`src/rtl/core/met_pkg.sv`:
```
// ----------------------------------------------------------------------------
// met_pkg
// Shared widths, constants and types of the escape-time iteration block.
// ----------------------------------------------------------------------------
`default_nettype none
package met_pkg;
  localparam int FRAC_BITS = 27;
  localparam int C_W       = 32;
  localparam int Z_W       = 30;
  localparam int P_W       = 60;
  localparam int N_W       = 34;
  localparam int STEP_W    = 31;
  localparam int PIX_W     = 10;
  localparam int ITER_W    = 10;
  localparam logic [ITER_W-1:0] ITER_LIMIT = 10'd1023;

  localparam logic signed [N_W-1:0] BAIL_POS = 34'sd268435456;
  localparam logic signed [N_W-1:0] BAIL_NEG = -34'sd268435456;

  localparam logic [1:0] REG_LEFT  = 2'd0;
  localparam logic [1:0] REG_TOP   = 2'd1;
  localparam logic [1:0] REG_STEP  = 2'd2;
  localparam logic [1:0] REG_ITERS = 2'd3;

  typedef struct packed {
    logic signed [P_W-1:0] rr;
    logic signed [P_W-1:0] ii;
    logic signed [P_W-1:0] ri;
  } met_prod_t;
endpackage
`default_nettype wire

```
`src/rtl/core/met_acc_cell.sv`:
```
// ----------------------------------------------------------------------------
// met_acc_cell
// Second cell of the iteration ring: scales, adds c, holds z and tests bailout.
// ----------------------------------------------------------------------------
`default_nettype none
module met_acc_cell import met_pkg::*; (
  input  wire logic                  clk,
  input  wire logic                  init,
  input  wire logic                  en,
  input  wire met_prod_t             prod,
  input  wire logic signed [C_W-1:0] cr,
  input  wire logic signed [C_W-1:0] ci,
  output logic signed [Z_W-1:0]      zr,
  output logic signed [Z_W-1:0]      zi,
  output logic                       escaped
);
  logic signed [P_W-1:0] diff;
  logic signed [P_W-1:0] dbl;
  logic signed [N_W-1:0] nr;
  logic signed [N_W-1:0] ni;
  logic                  esc_nxt;
  logic signed [Z_W-1:0] zr_r;
  logic signed [Z_W-1:0] zi_r;
  logic                  esc_r;

  always_comb begin
    diff = prod.rr - prod.ii;
    dbl  = prod.ri <<< 1;
    nr = {diff[P_W-1], diff[P_W-1:FRAC_BITS]} + {{(N_W-C_W){cr[C_W-1]}}, cr};
    ni = {dbl[P_W-1], dbl[P_W-1:FRAC_BITS]} + {{(N_W-C_W){ci[C_W-1]}}, ci};
    esc_nxt = (nr < BAIL_NEG) || (nr > BAIL_POS) || (ni < BAIL_NEG) || (ni > BAIL_POS);
  end

  always_ff @(posedge clk) begin
    if (init) begin
      zr_r  <= '0;
      zi_r  <= '0;
      esc_r <= 1'b0;
    end else if (en) begin
      zr_r  <= nr[Z_W-1:0];
      zi_r  <= ni[Z_W-1:0];
      esc_r <= esc_nxt;
    end
  end

  assign zr      = zr_r;
  assign zi      = zi_r;
  assign escaped = esc_r;
endmodule
`default_nettype wire

```
`config.mk`:
```
export PLATFORM = sky130hd
export DESIGN_NAME = met_acc_cell
export DESIGN_NICKNAME = d
export VERILOG_FILES = /design/src/rtl/core/met_pkg.sv /design/src/rtl/core/met_acc_cell.sv
export SDC_FILE = /design/constraint.sdc
export NUM_CORES = 1
export LEC_CHECK = 0
export BUFFER_PORTS_ARGS = -buffer_cell sky130_fd_sc_hd__buf_2
export CORE_ASPECT_RATIO = 1.25
export CORE_MARGIN = 4
export CORE_UTILIZATION = 47
export DETAILED_ROUTE_END_ITERATION = 8
export PLACE_DENSITY = 0.89
export SYNTH_ARGS = -nofsm -noshare
export SYNTH_HDL_FRONTEND = slang
export SYNTH_SLANG_ARGS = --single-unit
```
`constraint.sdc`:
```
create_clock -name clk -period 4.9 [get_ports clk]
set_input_delay 0 -clock clk [delete_from_list [all_inputs] [get_ports clk]]
set_output_delay 0 -clock clk [all_outputs]
set_load 0.05 [all_outputs]
```
Word-level counts from Yosys, hierarchy flattened
Index checks and enable logic that the tools add are counted.
{"block": "word_totals", "register_bits": 61, "input_bits": 247, "output_inout_bits": 61, "elab_cells": 13}
{"block": "op_classes", "n_addsub": 3, "order_cmp": 4, "reduce_logical": 3}
{"op": "$add 33x32->34", "count": 2}
{"op": "$gt 34x30->1 const B", "count": 2}
{"op": "$lt 34x29->1 const B", "count": 2}
{"op": "$sub 60x60->60", "count": 1}
{"op": "$logic_or 1x1->1", "count": 3}

Depth between registers and ports, before layout
Gate-level depths: netlist of run 1.
{"block": "logic_depth", "depth_word": 6, "depth_mapped": 28, "ltp_nobuf": 27}

Worst setup path after synthesis of run 1
OpenSTA, ideal clock, no wires.
{"block": "synth_path", "kind": "in2reg", "startpoint": "input prod[72] (netlist bit)", "endpoint": "register esc_r, in the netlist escaped", "setup_ns": 0.134, "t_arrival_ns": 5.028, "t_required_ns": 4.766, "path_slack_ns": -0.262, "stages": 28, "path_buffers": 1, "cell_sequence": "inv_1 ha_1 a21o_1 a21o_1 a21o_1 a221oi_1 nand2_1 a21o_1 a21o_1 a21o_1 a21o_1 a21oi_1 o21ai_0 xor2_1 ha_1 clkbuf_1 a21oi_1 o21ai_1 a311oi_1 o21ai_1 a31oi_1 o41ai_2 o31a_1 xnor2_1 nor4_1 nand2b_1 mux2i_1 a211oi_1"}
{"block": "synth_via", "elab_chain_cells": 6, "word_cells_on_any_way": 7, "classes_between": "2 x add/sub; 2 x order compare; 3 x reduce/logical"}
{"element": "from (decl)", "line": "met_acc_cell.sv:10", "rtl": "input wire met_prod_t prod,"}
{"element": "$sub 60x60->60 (*)", "line": "met_acc_cell.sv:27", "rtl": "diff = prod.rr - prod.ii;"}
{"element": "$add 33x32->34 (*)", "line": "met_acc_cell.sv:29", "rtl": "nr = {diff[P_W-1], diff[P_W-1:FRAC_BITS]} + {{(N_W-C_W){cr[C_W-1]}}, cr};"}
{"element": "$lt 34x29->1 or $gt 34x30->1 (tied branches)", "line": "met_acc_cell.sv:31", "rtl": "esc_nxt = (nr < BAIL_NEG) || (nr > BAIL_POS) || (ni < BAIL_NEG) || (ni > BAIL_POS);"}
{"element": "$logic_or 1x1->1 (*) (3 in series)", "line": "met_acc_cell.sv:31"}
{"element": "to (signal assigned)", "line": "met_acc_cell.sv:42", "rtl": "esc_r <= esc_nxt;"}
{"element": "to (decl)", "line": "met_acc_cell.sv:24", "rtl": "logic esc_r;"}
Every way passes the cells marked *; elsewhere a longest branch is shown, timed or not.
A chain may end at the register's enable or synchronous reset.

Final worst setup path of run 1
Same ends and word-level chain as after synthesis.

==> run summary, run 1 <==
run status -> complete, no violations
M1 wire length -> 10300 um
sequential share of power -> 0.159
site row count -> 53
first-pass GRT wire length -> 43000 um
Main synth FF type -> dfxtp_1
Clock Skews -> 0 ns
Final Cell Area -> 11600 um^2
Slowest Stage Delay on Critical Path -> 0.56 ns
CP most frequent cell -> a21o_1
Max-cap violations -> 0
Port Buffers -> 280
clock group share of total power -> 0.189
Ports -> 308
iteration count of the initial detailed-routing pass -> 5
maximum clock rate -> 204 MHz
crit end category -> flip-flop
CTS tree -> yes
final setup fails -> 0
adder and majority gate portion of the synthesized area -> 0.196
Switch Pwr -> 0.00170 W
chip height -> 156 um
hold path start -> ci[0]
Worst R2R Path Depth -> 3
final core occ -> 0.678
FF-to-FF End -> zr[19]
PwrDens -> 338 nW/um^2
nets -> 1871
Die Wd -> 127 um
Vias/cell -> 5.70
fin crit share -> 0.998
routability cong. -> 0.932
routed wire length on met3 -> 1830 um
Residual DRC -> 0
main combinational cell family by area after synthesis -> compound AO/OA/AOI/OAI gates
final non-filler cell total -> 1721
routed length per instance -> 16.4 um
Min-Delay Path Depth -> 4
share of cells above drive strength 1 -> 0.342
Net Sw Frac -> 0.434
VDD IR max -> 167 uV
register area share after synthesis -> 0.148
Hold Path Sink -> zi[0]
critical path arrival -> 5.04 ns
CP Class -> primary input to flip-flop
Synth Area in XOR/XNOR -> 0.0901
syn nets -> 1472
critical path fanouts, max -> 2
cell-internal power -> 0.00221 W
Clk pin slew, worst setup/hold paths -> 0.06 ns
Comb power frac -> 0.652
Hold Crit Class -> primary input to flip-flop
clock sink count -> 61
Buf+Inv Stages, Crit Path -> 4
Top Metal Used -> met4
CTS Root Cell -> clkbuf_16
Placed Instance Area -> 10800 um^2
TritonCTS buffer count -> 9
Synth Area in Simple Gates -> 0.192
unique cell type count in the Yosys netlist -> 70
CP Launch Type -> primary input
#FFs+latches synth -> 61
Mapped Area -> 8260 um^2
Via Count -> 9807
vias in the first global route -> 9670
initial antenna violation count -> 0
Synth Instances -> 1097
fin crit period -> 4.89 ns
final wirelength -> 28300 um
mux cell area share after synthesis -> 0.0545
H-tree lvl count -> 3
CP delay by family, top -> compound AO/OA/AOI/OAI gates
Initial Util -> 0.485
fill cell count -> 1302
clk_lat worst skew -> 0.32 ns
antenna-violating nets left -> 0
clock buffer depth -> 2
synth warn -> 0
CP Data Required Time -> 5.05 ns
max-slew violation count -> 0
Initial DRC Count -> 598
TNS Setup -> 0 ns
Syn Area/Cell -> 7.53 um^2
number of flops mapped to enable cells by yosys -> 0
reg-to-reg startpoint -> zr[19]
compound-gate portion of the synthesized area -> 0.263
reg2reg setup slack -> 4.17 ns
Worst Tran Pin Value -> 1.15 ns
WHS -> 0.0841 ns
final hold viol count -> 0
slowest CP cell -> or4_1
total gr overflow -> 0
pin count of the biggest net entering global routing -> 62
total track usage -> 0.257
Slew HR -> 0.230
metal2 WL -> 14900 um
Core Region -> 17000 um^2
die area -> 19800 um^2
Placed Instances -> 1688
RSZ-0062 raised after global routing -> yes
Pleak -> 6.08 nW
hpwl dp -> 22400 um
ant diodes -> 0
asr flop ratio synth -> 0
area growth from synthesis to layout -> 39.9%
area by class of cell:
| type | instances | area (um^2) | area share |
|---|---|---|---|
| Clock buffer | 9 | 225 | 0.0195 |
| Clock inverter | 7 | 124 | 0.0107 |
| Inverter | 86 | 325 | 0.0281 |
| Multi-Input combinational cell | 915 | 6900 | 0.597 |
| Sequential cell | 61 | 1220 | 0.106 |
| Tap cell | 220 | 275 | 0.0238 |
| Timing Repair Buffer | 423 | 2490 | 0.216 |
what timing repair did:
| item | CTS | global route |
|---|---|---|
| pin swaps | 10 | 44 |
| gates resized for setup | 14 | 57 |
| setup endpoints to repair | 1 | 5 |
| setup buffers | 7 | 10 |
| hold buffers | 0 | 0 |
cell usage in the layout, fill, tap and decap left out, types with 6 or more instances in the layout:
master | netlist | routed
nand2_1 | 68 | 66
ha_1 | 126 | 120
a31oi_1 | 14 | 12
xnor2_1 | 45 | 45
nor2b_1 | 8 | 6
nand2b_1 | 18 | 17
a21oi_2 | 1 | 13
a21o_1 | 51 | 51
nand4_1 | 15 | 15
nand3_1 | 26 | 26
o21ai_1 | 8 | 11
clkbuf_16 | 0 | 9
inv_1 | 86 | 85
buf_2 | 0 | 277
xor2_1 | 40 | 38
and2_1 | 10 | 10
nor3b_1 | 8 | 6
a211oi_1 | 22 | 19
buf_4 | 0 | 143
and3_1 | 7 | 7
o211ai_1 | 14 | 14
a21oi_1 | 91 | 79
nor2_1 | 119 | 116
o21a_1 | 6 | 6
mux2i_1 | 45 | 45
dfxtp_1 | 61 | 61
nor3_1 | 16 | 15
o21ai_0 | 55 | 46
o21bai_1 | 10 | 9
worst max path at each step:
stage	start	end	slack (ns)	depth (start not counted)
5_1_grt	prod[71]	escaped	-0.27	30
6_report	prod[72]	escaped	0.01	27
4_1_cts	prod[71]	escaped	0.02	29
3_5_place_dp	prod[71]	escaped	-0.60	27
2_1_floorplan	prod[72]	escaped	0.008	28
3_3_place_gp	prod[72]	escaped	-0.45	28
flip-flops by register name, indices dropped and copies added, names as in the netlist:
signal / cells
zi: 30
zr: 30
escaped: 1
power by group through the flow:
stage	logic (W)	registers [W]	clock network, W
2_1_floorplan	0.00120	0.000906	0
3_3_place_gp	0.00225	0.000628	0
3_5_place_dp	0.00230	0.000633	0
4_1_cts	0.00237	0.000624	0.000750
5_1_grt	0.00276	0.000632	0.000772
6_report	0.00255	0.000623	0.000738
through the flow:
stage | setup WS [ns] | power (W)
2_1_floorplan | 0.00769 | 0.00211
3_3_place_gp | -0.453 | 0.00288
3_5_place_dp | -0.601 | 0.00294
4_1_cts | 0.0163 | 0.00375
5_1_grt | -0.269 | 0.00417
6_report | 0.00972 | 0.00391
cells by family (layout without fill, tap and decap cells):
logic type	count (synthesis)	in the layout
AO/OA/AOI/OAI	329	329
XOR/XNOR	85	85
adder cells (fa/ha/maj)	128	128
buffers and inverters	121	525
flip-flops	61	61
multiplexers	45	45
AND/OR/NAND/NOR	328	328
synth_stat cells (all sizes together) (16+ instances only):
master / number / area share
ha: 126 / 0.19
nor2: 119 / 0.054
a21oi: 92 / 0.056
inv: 86 / 0.039
nand2: 68 / 0.031
o21ai: 63 / 0.038
dfxtp: 61 / 0.15
a21o: 51 / 0.046
mux2i: 45 / 0.055
xnor2: 45 / 0.048
xor2: 40 / 0.042
clkbuf: 29 / 0.013
nand3: 26 / 0.016
a211oi: 22 / 0.020
nand2b: 18 / 0.014
nor3: 16 / 0.0097
worst min-delay path, cell delays in order:
cell     delay (ns)
buf_2          0.08
ha_1           0.14
mux2i_1        0.08
nor2_1         0.07
per-layer routing:
metal / track usage / vias up
li1: - / 4778
met1: 0.268 / 4514
met2: 0.503 / 414
met3: 0.0304 / 101
met4: 0.123 / 0
met5: 0 / -
(Power assumes the default switching activity.)
==> run 2: changes to the inputs <==
- CELL_PAD_IN_SITES_DETAIL_PLACEMENT: unset -> 0
- CELL_PAD_IN_SITES_GLOBAL_PLACEMENT: unset -> 2
- CORE_UTILIZATION: 47 -> 25
- PLACE_DENSITY: 0.89 -> 0.88
==> run summary, run 2 (synthesis results as in run 1) <==
clock sink count -> 61 (unchanged)
die area -> 36000 um^2 (+82%)
pin count of the biggest net entering global routing -> 62 (unchanged)
most frequent cells in the layout -> buf_2 (275), buf_4 (175), nor2_1 (116), ha_1 (115), inv_1 (79)
H-tree lvl count -> 3 (unchanged)
critical path arrival -> 4.92 ns (-0.12 ns)
final non-filler cell total -> 1953 (+13%)
max-slew violation count -> 0 (unchanged)
Clock Skews -> 0 ns (unchanged)
CP Class -> primary input to flip-flop
Initial DRC Count -> 304 (-49%)
slowest CP cell -> fa_2
Hold Crit Class -> primary input to flip-flop
hpwl dp -> 24800 um (+10%)
initial antenna violation count -> 2 (+2)
Ports -> 308 (unchanged)
area growth from synthesis to layout -> 48.0%
maximum clock rate -> 211 MHz (+3.3%)
Slew HR -> 0.500 (+0.270)
fin crit share -> 0.967 (-0.0315)
vias in the first global route -> 9474 (-2.0%)
Vias/cell -> 4.80 (-16%)
run status -> complete, no violations
Initial Util -> 0.253 (-0.232)
Via Count -> 9365 (-4.5%)
hold_buf cts -> 0 (unchanged)
CP most frequent cell -> a21o_1
reg2reg setup slack -> 4.17 ns (about the same)
first-pass GRT wire length -> 45300 um (+5.2%)
CP Data Required Time -> 5.08 ns (+0.03 ns)
CP Launch Type -> primary input
Slowest Stage Delay on Critical Path -> 0.35 ns (-0.21 ns)
CP delay by family, top -> compound AO/OA/AOI/OAI gates
CTS Root Cell -> clkbuf_16
area of the multi-input gates -> 7090 um^2 (+2.8%)
final hold viol count -> 0 (unchanged)
crit end category -> flip-flop
Clk pin slew, worst setup/hold paths -> 0.06 ns (about the same)
Port Buffers -> 280 (unchanged)
final wirelength -> 29500 um (+4.3%)
nets -> 1905 (+1.8%)
total gr overflow -> 0 (unchanged)
final setup fails -> 0 (unchanged)
routability cong. -> 0.839 (-9.9%)
site row count -> 74 (+40%)
TritonCTS buffer count -> 9 (unchanged)
Seq. cell area -> 1220 um^2 (unchanged)
CTS tree -> yes
commonest non-fill, non-tap cell in the layout -> buf_2
Placed Instances -> 1923 (+14%)
clk_lat worst skew -> 0.33 ns (about the same)
Max-cap violations -> 0 (unchanged)
clock buffer depth -> 2 (unchanged)
Total Power -> 0.00393 W (+0.55%)
Pleak -> 6.24 nW (+2.7%)
Core Region -> 32700 um^2 (+92%)
ant diodes -> 0 (unchanged)
critical path fanouts, max -> 2 (unchanged)
fin crit period -> 4.74 ns (-0.154 ns)
Die Wd -> 171 um (+35%)
VDD IR max -> 157 uV (-5.7%)
Residual DRC -> 0 (unchanged)
PwrDens -> 321 nW/um^2 (-4.9%)
fill cell count -> 3428 (+160%)
total track usage -> 0.153 (-0.104)
share of cells above drive strength 1 -> 0.375 (+0.0328)
iteration count of the initial detailed-routing pass -> 4 (-1)
Worst Tran Pin Value -> 0.742 ns (-0.413 ns)
Buf+Inv Stages, Crit Path -> 5 (+1)
routed length per instance -> 15.1 um (-8.1%)
chip height -> 211 um (+35%)
antenna-violating nets left -> 0 (unchanged)
## run 2: area by class of cell
class                      instances  share of cell area
clock buffer                       9              0.0184
inverter                          86              0.0264
sequential                        61              0.0999
timing repair buffer             457               0.226
tap                              418              0.0428
clock inverter                     7             0.00624
multi-input combinational        915               0.580
## run 2: worst register-to-register path, stage by stage (launching register included)
cell and delay (ns):
dfxtp_1 0.31, nand2_1 0.06, o21ai_0 0.08, nor2b_1 0.15
## run 2: power breakdown
part / switching, W / leakage (nW) / internal [W]
registers: 0.0000459 / 0.505 / 0.000578
logic: 0.00144 / 5.60 / 0.00122
clock network: 0.000257 / 0.142 / 0.000395
total: 0.00174 / 6.24 / 0.00219
## run 2: routing by layer
| metal | vias up | global-route usage | wire length (um) |
|---|---|---|---|
| met5 | - | 0 | 21 |
| met4 | 4 | 0.0408 | 535 |
| met3 | 28 | 0.0296 | 1710 |
| met2 | 209 | 0.298 | 15600 |
| met1 | 4268 | 0.166 | 11600 |
| li1 | 4856 | - | - |
## run 2: path summary, 6_finish.rpt
kind         startpoint  endpoint  cells after the start
max           prod[131]   escaped                     29
min               cr[0]     zr[0]                      4
max reg2reg      zr[10]    zr[10]                      3
min reg2reg      zr[28]    zr[28]                      2
## run 2: timing repair
item	CTS	global route
gates resized for setup	10	99
setup endpoints to repair	1	4
buffers inserted	1	13
pin swaps	3	70
## run 2: per-stage QoR
stage                     worst slack [ns]  cell area [um^2]  TNS (ns)   util  hold WS [ns]
final                                0.164             12200         0  0.374        0.0659
after detailed placement            -0.586             11300    -0.918  0.345         0.405
after global placement              -0.502             11300    -0.669  0.345         0.404
after floorplan                    0.00769              8290         0      -         0.266
after CTS                          0.00521             11600         0  0.356        0.0526
after global routing                -0.120             12200    -0.120  0.374        0.0871
